## config.mk

```make
export PLATFORM = sky130hd
export DESIGN_NAME = multi_timer_table_unit_flat
export DESIGN_NICKNAME = d
export VERILOG_FILES = /design/src/sv/mtt_pkg.sv /design/src/sv/mtt_if.sv /design/src/sv/multi_timer_table_unit.sv /design/src/sv/mtt_ram.sv /design/src/sv/mtt_ctrl.sv /design/src/flat_wrapper.sv
export SDC_FILE = /design/constraint.sdc
export NUM_CORES = 2
export LEC_CHECK = 0
export ABC_AREA = 1
export BUFFER_PORTS_ARGS = -buffer_cell sky130_fd_sc_hd__buf_4
export CAP_MARGIN = 30
export CORE_MARGIN = 2
export CORE_UTILIZATION = 60
export CTS_CLUSTER_DIAMETER = 200
export DETAILED_ROUTE_END_ITERATION = 8
export GPL_TIMING_DRIVEN = 0
export PLACE_DENSITY = 0.76
export REMOVE_ABC_BUFFERS = 1
export SLEW_MARGIN = 20
export SYNTH_ARGS = -nofsm -noshare
export SYNTH_HDL_FRONTEND = slang
export SYNTH_SLANG_ARGS = --single-unit
```

## constraint.sdc

```tcl
create_clock -name clk -period 9.9 [get_ports clk]
set_clock_uncertainty 0.2 [all_clocks]
set_input_delay 1.485 -clock clk [delete_from_list [all_inputs] [get_ports clk]]
set_output_delay 1.485 -clock clk [all_outputs]
set_load 0.005 [all_outputs]
```

## src/sv/mtt_pkg.sv

```systemverilog
`timescale 1ns / 1ps
// ----------------------------------------------------------------------------
// mtt_pkg
// Shared constants, codes and types of the multi-timer table.
// ----------------------------------------------------------------------------
package mtt_pkg;

  // Table size and derived index widths
  localparam int NUM_TIMERS = 16;
  localparam int IDX_W      = (NUM_TIMERS > 1) ? $clog2(NUM_TIMERS) : 1;
  localparam int CNT_W      = IDX_W + 1;

  // Field widths
  localparam int FUNC_W   = 2;
  localparam int SLOT_W   = 4;
  localparam int PERIOD_W = 32;
  localparam int TIME_W   = 48;
  localparam int ENTRY_W  = PERIOD_W + TIME_W;

  // Function codes
  localparam logic [FUNC_W-1:0] FUNC_SET  = 2'd0;
  localparam logic [FUNC_W-1:0] FUNC_KILL = 2'd1;
  localparam logic [FUNC_W-1:0] FUNC_TICK = 2'd2;

  typedef struct packed {
    logic [FUNC_W-1:0]   func;
    logic [SLOT_W-1:0]   timer_slot;
    logic [PERIOD_W-1:0] period_ms;
    logic [TIME_W-1:0]   now_ms;
  } item_t;

  typedef struct packed {
    logic [SLOT_W-1:0] fired_slot;
    logic              fired;
    logic              last;
  } result_t;

  // One timer table entry
  typedef struct packed {
    logic [PERIOD_W-1:0] period;
    logic [TIME_W-1:0]   last_fire;
  } entry_t;

  // Result push request from the sequencer to the output register
  typedef struct packed {
    logic    push;
    result_t data;
  } res_req_t;

  // Table write and read requests
  typedef struct packed {
    logic             en;
    logic [IDX_W-1:0] addr;
    entry_t           data;
  } ram_wr_t;

  typedef struct packed {
    logic             en;
    logic [IDX_W-1:0] addr;
  } ram_rd_t;

  typedef enum logic [1:0] {
    ST_IDLE,
    ST_SCAN,
    ST_FLUSH
  } state_t;

endpackage

```

## src/sv/mtt_if.sv

```systemverilog
`timescale 1ns / 1ps
// ----------------------------------------------------------------------------
// mtt_item_if / mtt_result_if
// Valid/ready channels for command items and fired-timer results.
// ----------------------------------------------------------------------------
interface mtt_item_if import mtt_pkg::*; ();
  logic  valid;
  logic  ready;
  item_t data;

  modport source (output valid, output data, input ready);
  modport sink   (input valid, input data, output ready);
endinterface

interface mtt_result_if import mtt_pkg::*; ();
  logic    valid;
  logic    ready;
  result_t data;

  modport source (output valid, output data, input ready);
  modport sink   (input valid, input data, output ready);
endinterface

```

## src/sv/multi_timer_table_unit.sv

```systemverilog
`timescale 1ns / 1ps
// ----------------------------------------------------------------------------
// multi_timer_table_unit
// Periodic timer table: set, kill and tick commands over 16 slots.
// ----------------------------------------------------------------------------
// Set and kill commands produce no result. A tick walks the table one slot
// per cycle through the entry RAM's single read port, pausing while a new
// fire meets a held slot and a busy output register. The accept step issues
// the first read, each slot is then evaluated in turn, a closing step ends
// the scan and a flush step waits for a free output register. Each tick
// emits one result per fired slot in ascending slot order, the final one
// marked last, or one empty result marked last when nothing fired. The
// block takes the next command once the last result of a tick sits in the
// output register. The valid bits clear at reset; period and time of a
// slot are only meaningful after a set.
// ----------------------------------------------------------------------------
module multi_timer_table_unit import mtt_pkg::*; (
  input  logic          clk,
  input  logic          rst,
  mtt_item_if.sink      item,
  mtt_result_if.source  result
);

  res_req_t            req;
  ram_wr_t             wr;
  ram_rd_t             rd;
  logic [ENTRY_W-1:0]  rd_data;
  logic                out_free;
  logic                res_vld;
  result_t             res_q;

  mtt_ctrl u_ctrl (
    .clk      (clk),
    .rst      (rst),
    .item     (item),
    .out_free (out_free),
    .req      (req),
    .wr       (wr),
    .rd       (rd),
    .rd_data  (rd_data)
  );

  mtt_ram #(
    .WIDTH (ENTRY_W),
    .DEPTH (NUM_TIMERS)
  ) u_ram (
    .clk     (clk),
    .wr_en   (wr.en),
    .wr_addr (wr.addr),
    .wr_data (ENTRY_W'(wr.data)),
    .rd_en   (rd.en),
    .rd_addr (rd.addr),
    .rd_data (rd_data)
  );

  // Output register: free when empty or being taken
  assign out_free = !res_vld || result.ready;

  always_ff @(posedge clk) begin
    if (rst) begin
      res_vld <= 1'b0;
    end else if (req.push) begin
      res_vld <= 1'b1;
    end else if (result.ready) begin
      res_vld <= 1'b0;
    end
  end

  always_ff @(posedge clk) begin
    if (req.push) begin
      res_q <= req.data;
    end
  end

  assign result.valid = res_vld;
  assign result.data  = res_q;

endmodule

```

## src/sv/mtt_ram.sv

```systemverilog
`timescale 1ns / 1ps
// ----------------------------------------------------------------------------
// mtt_ram
// Generic simple dual-port RAM: one write port, one read port with
// registered read data. Read data holds while the read enable is low.
// ----------------------------------------------------------------------------
module mtt_ram #(
  parameter int WIDTH = 80,
  parameter int DEPTH = 16
) (
  input  logic                                   clk,
  input  logic                                   wr_en,
  input  logic [((DEPTH > 1) ? $clog2(DEPTH) : 1)-1:0] wr_addr,
  input  logic [WIDTH-1:0]                       wr_data,
  input  logic                                   rd_en,
  input  logic [((DEPTH > 1) ? $clog2(DEPTH) : 1)-1:0] rd_addr,
  output logic [WIDTH-1:0]                       rd_data
);

  logic [WIDTH-1:0] mem [DEPTH];

  // Write port
  always_ff @(posedge clk) begin
    if (wr_en) begin
      mem[wr_addr] <= wr_data;
    end
  end

  // Registered read port
  always_ff @(posedge clk) begin
    if (rd_en) begin
      rd_data <= mem[rd_addr];
    end
  end

endmodule

```

## src/sv/mtt_ctrl.sv

```systemverilog
`timescale 1ns / 1ps
// ----------------------------------------------------------------------------
// mtt_ctrl
// Command decoder and tick scan sequencer. Holds the slot valid bits,
// reads each table entry in turn, checks expiry and writes back the new
// last fire time. One fired slot is held back so the final one of a tick
// can be marked last.
// ----------------------------------------------------------------------------
module mtt_ctrl import mtt_pkg::*; (
  input  logic             clk,
  input  logic             rst,
  mtt_item_if.sink         item,
  input  logic             out_free,
  output res_req_t         req,
  output ram_wr_t          wr,
  output ram_rd_t          rd,
  input  logic [ENTRY_W-1:0] rd_data
);

  state_t                  state, state_next;
  logic [NUM_TIMERS-1:0]   valid, valid_next;
  logic [CNT_W-1:0]        rd_idx, rd_idx_next;
  logic                    eval_vld, eval_vld_next;
  logic [IDX_W-1:0]        eval_idx, eval_idx_next;
  logic [TIME_W-1:0]       now_q, now_next;
  logic                    pend_vld, pend_vld_next;
  logic [IDX_W-1:0]        pend_idx, pend_idx_next;

  entry_t                  ent;
  logic [TIME_W:0]         diff;
  logic                    hit;
  logic                    stall;
  logic                    rd_more;
  logic                    in_range;
  logic [IDX_W-1:0]        cmd_idx;

  // Expiry check on the entry held in the registered read data
  always_comb begin
    ent      = entry_t'(rd_data);
    diff     = {1'b0, now_q} - {1'b0, ent.last_fire};
    hit      = eval_vld && valid[eval_idx] && !diff[TIME_W] &&
               (diff[TIME_W-1:0] != '0) &&
               (diff[TIME_W-1:0] >= {{(TIME_W-PERIOD_W){1'b0}}, ent.period});
    stall    = hit && pend_vld && !out_free;
    rd_more  = rd_idx < CNT_W'(NUM_TIMERS);
    in_range = 32'(item.data.timer_slot) < NUM_TIMERS;
    cmd_idx  = IDX_W'(item.data.timer_slot);
  end

  // Next state and outputs
  always_comb begin
    state_next    = state;
    valid_next    = valid;
    rd_idx_next   = rd_idx;
    eval_vld_next = eval_vld;
    eval_idx_next = eval_idx;
    now_next      = now_q;
    pend_vld_next = pend_vld;
    pend_idx_next = pend_idx;
    item.ready    = 1'b0;
    req           = '0;
    wr            = '0;
    rd            = '0;

    unique case (state)
      ST_IDLE: begin
        item.ready = 1'b1;
        if (item.valid) begin
          case (item.data.func)
            FUNC_SET: begin
              if (in_range) begin
                valid_next[cmd_idx]   = 1'b1;
                wr.en                 = 1'b1;
                wr.addr               = cmd_idx;
                wr.data.period        = item.data.period_ms;
                wr.data.last_fire     = item.data.now_ms;
              end
            end
            FUNC_KILL: begin
              if (in_range) begin
                valid_next[cmd_idx] = 1'b0;
              end
            end
            FUNC_TICK: begin
              // Start the scan with a read of slot zero
              now_next      = item.data.now_ms;
              rd.en         = 1'b1;
              rd.addr       = '0;
              eval_vld_next = 1'b1;
              eval_idx_next = '0;
              rd_idx_next   = CNT_W'(1);
              pend_vld_next = 1'b0;
              state_next    = ST_SCAN;
            end
            default: begin
            end
          endcase
        end
      end

      ST_SCAN: begin
        if (!stall) begin
          // Fire: update last fire time, release the previously held slot
          if (hit) begin
            wr.en             = 1'b1;
            wr.addr           = eval_idx;
            wr.data.period    = ent.period;
            wr.data.last_fire = now_q;
            pend_idx_next     = eval_idx;
            pend_vld_next     = 1'b1;
            if (pend_vld) begin
              req.push            = 1'b1;
              req.data.fired_slot = SLOT_W'(pend_idx);
              req.data.fired      = 1'b1;
              req.data.last       = 1'b0;
            end
          end
          // Advance the read pointer
          if (rd_more) begin
            rd.en         = 1'b1;
            rd.addr       = rd_idx[IDX_W-1:0];
            eval_vld_next = 1'b1;
            eval_idx_next = rd_idx[IDX_W-1:0];
            rd_idx_next   = rd_idx + CNT_W'(1);
          end else begin
            eval_vld_next = 1'b0;
            if (!eval_vld) begin
              state_next = ST_FLUSH;
            end
          end
        end
      end

      ST_FLUSH: begin
        // Emit the held slot as last, or an empty result
        if (out_free) begin
          req.push            = 1'b1;
          req.data.fired_slot = pend_vld ? SLOT_W'(pend_idx) : '0;
          req.data.fired      = pend_vld;
          req.data.last       = 1'b1;
          pend_vld_next       = 1'b0;
          state_next          = ST_IDLE;
        end
      end

      default: begin
        state_next = ST_IDLE;
      end
    endcase
  end

  // Control registers
  always_ff @(posedge clk) begin
    if (rst) begin
      state    <= ST_IDLE;
      valid    <= '0;
      eval_vld <= 1'b0;
      pend_vld <= 1'b0;
    end else begin
      state    <= state_next;
      valid    <= valid_next;
      eval_vld <= eval_vld_next;
      pend_vld <= pend_vld_next;
    end
  end

  // Scan payload registers
  always_ff @(posedge clk) begin
    rd_idx   <= rd_idx_next;
    eval_idx <= eval_idx_next;
    now_q    <= now_next;
    pend_idx <= pend_idx_next;
  end

endmodule

```

## src/flat_wrapper.sv

```systemverilog
// flat-port wrapper written by rule: the top's interface ports become plain ports
module multi_timer_table_unit_flat import mtt_pkg::*;
  (clk, rst, item_valid, item_data, item_ready, result_valid, result_data, result_ready);
  mtt_item_if item_i ();
  mtt_result_if result_i ();
  input  logic clk;
  input  logic rst;
  input wire logic [$bits(item_i.valid)-1:0] item_valid;
  input wire logic [$bits(item_i.data)-1:0] item_data;
  output wire logic [$bits(item_i.ready)-1:0] item_ready;
  output wire logic [$bits(result_i.valid)-1:0] result_valid;
  output wire logic [$bits(result_i.data)-1:0] result_data;
  input wire logic [$bits(result_i.ready)-1:0] result_ready;
  assign item_i.valid = item_valid;
  assign item_i.data = item_data;
  assign item_ready = item_i.ready;
  assign result_valid = result_i.valid;
  assign result_data = result_i.data;
  assign result_i.ready = result_ready;
  multi_timer_table_unit u_core (.clk(clk), .rst(rst), .item(item_i), .result(result_i));
endmodule
```

==> out/qor.csv <==
stage,metric,value,unit
global_routing,grt_pass1_vias,52600,
power_and_ir_drop,cellLeakagePower,34.9,nW
synthesis,yosysSeqAreaShare,62.1,%
global_routing,grt_pass1_wl,305,mm
detailed_routing,wire_per_inst,23.2,um
cts,cts.sinks,1448,
placement,post_dp_cell_area,75000,um2
die,initial_core_util,60.2,%
detailed_routing,drt-pass1-iter-count,9,
sta,hold_viol_final,0,
sta,period_share,86.2,%
cts,clk_latency,770,ps
critical_path,cpMaxStageDelayCell,nor2_4,
cts,root_buffer,clkbuf_16,
synthesis,synthTopCellsByArea,"edfxtp_1 (61%), inv_1 (8.7%), nand3_1 (8.5%), nand2_1 (6.8%), nand4_1 (6.0%)",
placement,dp.cells,8517,
global_routing,grt.busiest_layer,met2,
hold_path,worst_hold_path_type,flop to flop,
placement,pre_cts_ws,1670,ps
synthesis,synthMuxAreaShare,0,%
finish,nNetsFinal,7341,
flow_run,cap_viol_max_count,0,
global_routing,use_met3,6.02,%
die,die_x,345,um
critical_path,cp-end-kind,flop,
finish,stdcell_area,79900,um2
global_routing,grt_max_degree,93,
synthesis,syn_area_per_cell,9.79,um2
cts,cts.reportedPaths.clkPinSlew,60,ps
global_routing,met1_usage,44.0,%
global_routing,globalRouteMet2Util,55.5,%
detailed_routing,drc_errors,0,
finish,post-route-util,69.0,%
detailed_routing,drt_iter0_drc,7424,
critical_path,cp.arrival,8780,ps
synthesis,synth-edff-count,1427,
synthesis,synth_ff_type,edfxtp_1,
cts,cts_hold_buf,0,
die,die_h,345,um
global_routing,grt_overflow,0,
synthesis,ys_ff_latch,1448,
sta,rsz0062_at_grt,no,
synthesis,synth_top_family_by_area,simple AND/OR/NAND/NOR gates,
critical_path,worstPathMaxFanout,47,
sta,max_slew_margin,35.1,%
die,io_pins,98,
cts,cts_tree,done,
sta,setup_viol,0,
synthesis,yosys.area_share.adder,1.55,%
finish,area_growth,14.6,%
synthesis,syn_area,69700,um2
die,die_area,119000,um2
synthesis,synthDistinctLibCells,40,
sta,fmax,117,MHz
synthesis,synth_top_area_cell,edfxtp_1,
placement,io_buffer_count,97,
sta,holdWs,262,ps
synthesis,synth_most_common_cell,inv_1,
cts,htreeDepth,4,
die,core,116000,um2
cts,postCtsResizedCells,0,
placement,dp_hpwl,127,mm
cts,cts_setup_buffers,0,
cts,numCtsBuffers,149,
critical_path,required,10150,ps
critical_path,startpoint_type,flop,
synthesis,synth_async_sr_flop_share,0,%
finish,drive_above_1_share,7.96,%
finish,stdcell_count,8814,
detailed_routing,vias,54200,
synthesis,syn-instance-count,7119,
critical_path,crit_top_cell,nand2_1,
global_routing,antenna_found_initial,2,
power_and_ir_drop,p_total,17.5,mW
critical_path,crit_type,flop to flop,
power_and_ir_drop,ir_drop,0.179,mV
sta,tns,0,ps
sta,maxSlewViolCount,0,
detailed_routing,ant_nets,0,
die,rows,125,
cts,clockBufferDepth,3,
sta,worst_pin_slew,966,ps
global_routing,grtUsageTotal,34.0,%
power_and_ir_drop,pwr_density_cell,219,nW/um2
sta,min_period,8530,ps
synthesis,yosys-top-cells-count,"inv_1 (1618), edfxtp_1 (1427), nand2_1 (1258), nand3_1 (1186), nand4_1 (663)",
synthesis,synth_simple_gate_area_share,22.5,%
detailed_routing,finalWirelength,204,mm
detailed_routing,viasPerCell,6.15,
synthesis,synthXorXnorAreaFrac,0.0880,%
critical_path,critPathMaxStageDelay,710,ps
synthesis,synth.top_cell.area_share,61.5,%
placement,gp_congestion,0.923,
synthesis,yosysWarnings,0,
status,status,"complete, no violations",
sta,worst_slack,1370,ps
synthesis,synth_compound_area_share,1.92,%
kinds of logic after synthesis:
family                   count (synthesis)
buffers and inverters                 2059
adder cells (fa/ha/maj)                 86
flip-flops                            1448
AO/OA/AOI/OAI                          219
XOR/XNOR                                 7
AND/OR/NAND/NOR                       3300
state kept, by name, summed over array words and instances, names as in the netlist, named ones only:
register,flops
u_core.u_ram.rd_data,80
u_core.result.valid,1
u_core.u_ctrl.eval_vld,1
u_core.u_ctrl.now_q,48
u_core.u_ram.mem,1280
u_core.u_ctrl.pend_vld,1
u_core.result.data,6
u_core.u_ctrl.state,2
u_core.u_ctrl.rd_idx,5
u_core.u_ctrl.eval_idx,4
u_core.u_ctrl.pend_idx,4
per-layer routing:
metal | up-vias | wire (um)
li1 | 24000 | -
met1 | 25500 | 72500
met3 | 721 | 24500
met5 | - | 11
met2 | 3999 | 97500
met4 | 2 | 9830
worst paths after layout:
check,depth (start not counted),slack (ps),startpoint,endpoint
setup / recovery,35,1370,u_core.u_ctrl.now_q[0],u_core.u_ram.mem[5][48]
hold / removal,2,260,flop,flop
setup reg to reg,35,1370,u_core.u_ctrl.now_q[0],u_core.u_ram.mem[5][48]
hold reg to reg,2,260,flop,flop
layout by cell type, fill, tap and decap left out, drive strengths merged, types with 73 or more instances in the layout:
cell type  count
a21oi         73
inv         1640
nand2       1259
nand4        663
buf          315
clkbuf       185
ha            85
nor2         162
nand3       1190
edfxtp      1427
power breakdown:
group / internal [mW] / switching (mW) / total (mW)
clock: 3.16 / 2.33 / 5.49
combinational: 1.57 / 3.21 / 4.78
sequential: 7.14 / 0.111 / 7.25
total: 11.9 / 5.65 / 17.5
critical path, delay by kind of cell, from the launching register on:
kind | cells | cell delay [ps]
buf+inv | 9 | 1800
simple gates | 22 | 4360
fa+ha+maj | 3 | 1020
flops | 1 | 320
compound gates | 1 | 330
layout make-up:
class                      count  area, um2
antenna                        1       2.50
clock buffer                 177       3900
clock inverter                98        847
fill                        7841      35800
inverter                    1631       6150
multi-input combinational   3612      18300
sequential                  1448      43300
tap                         1524       1910
timing repair buffer         323       5500
No activity file was read; power rests on OpenSTA's default activity.
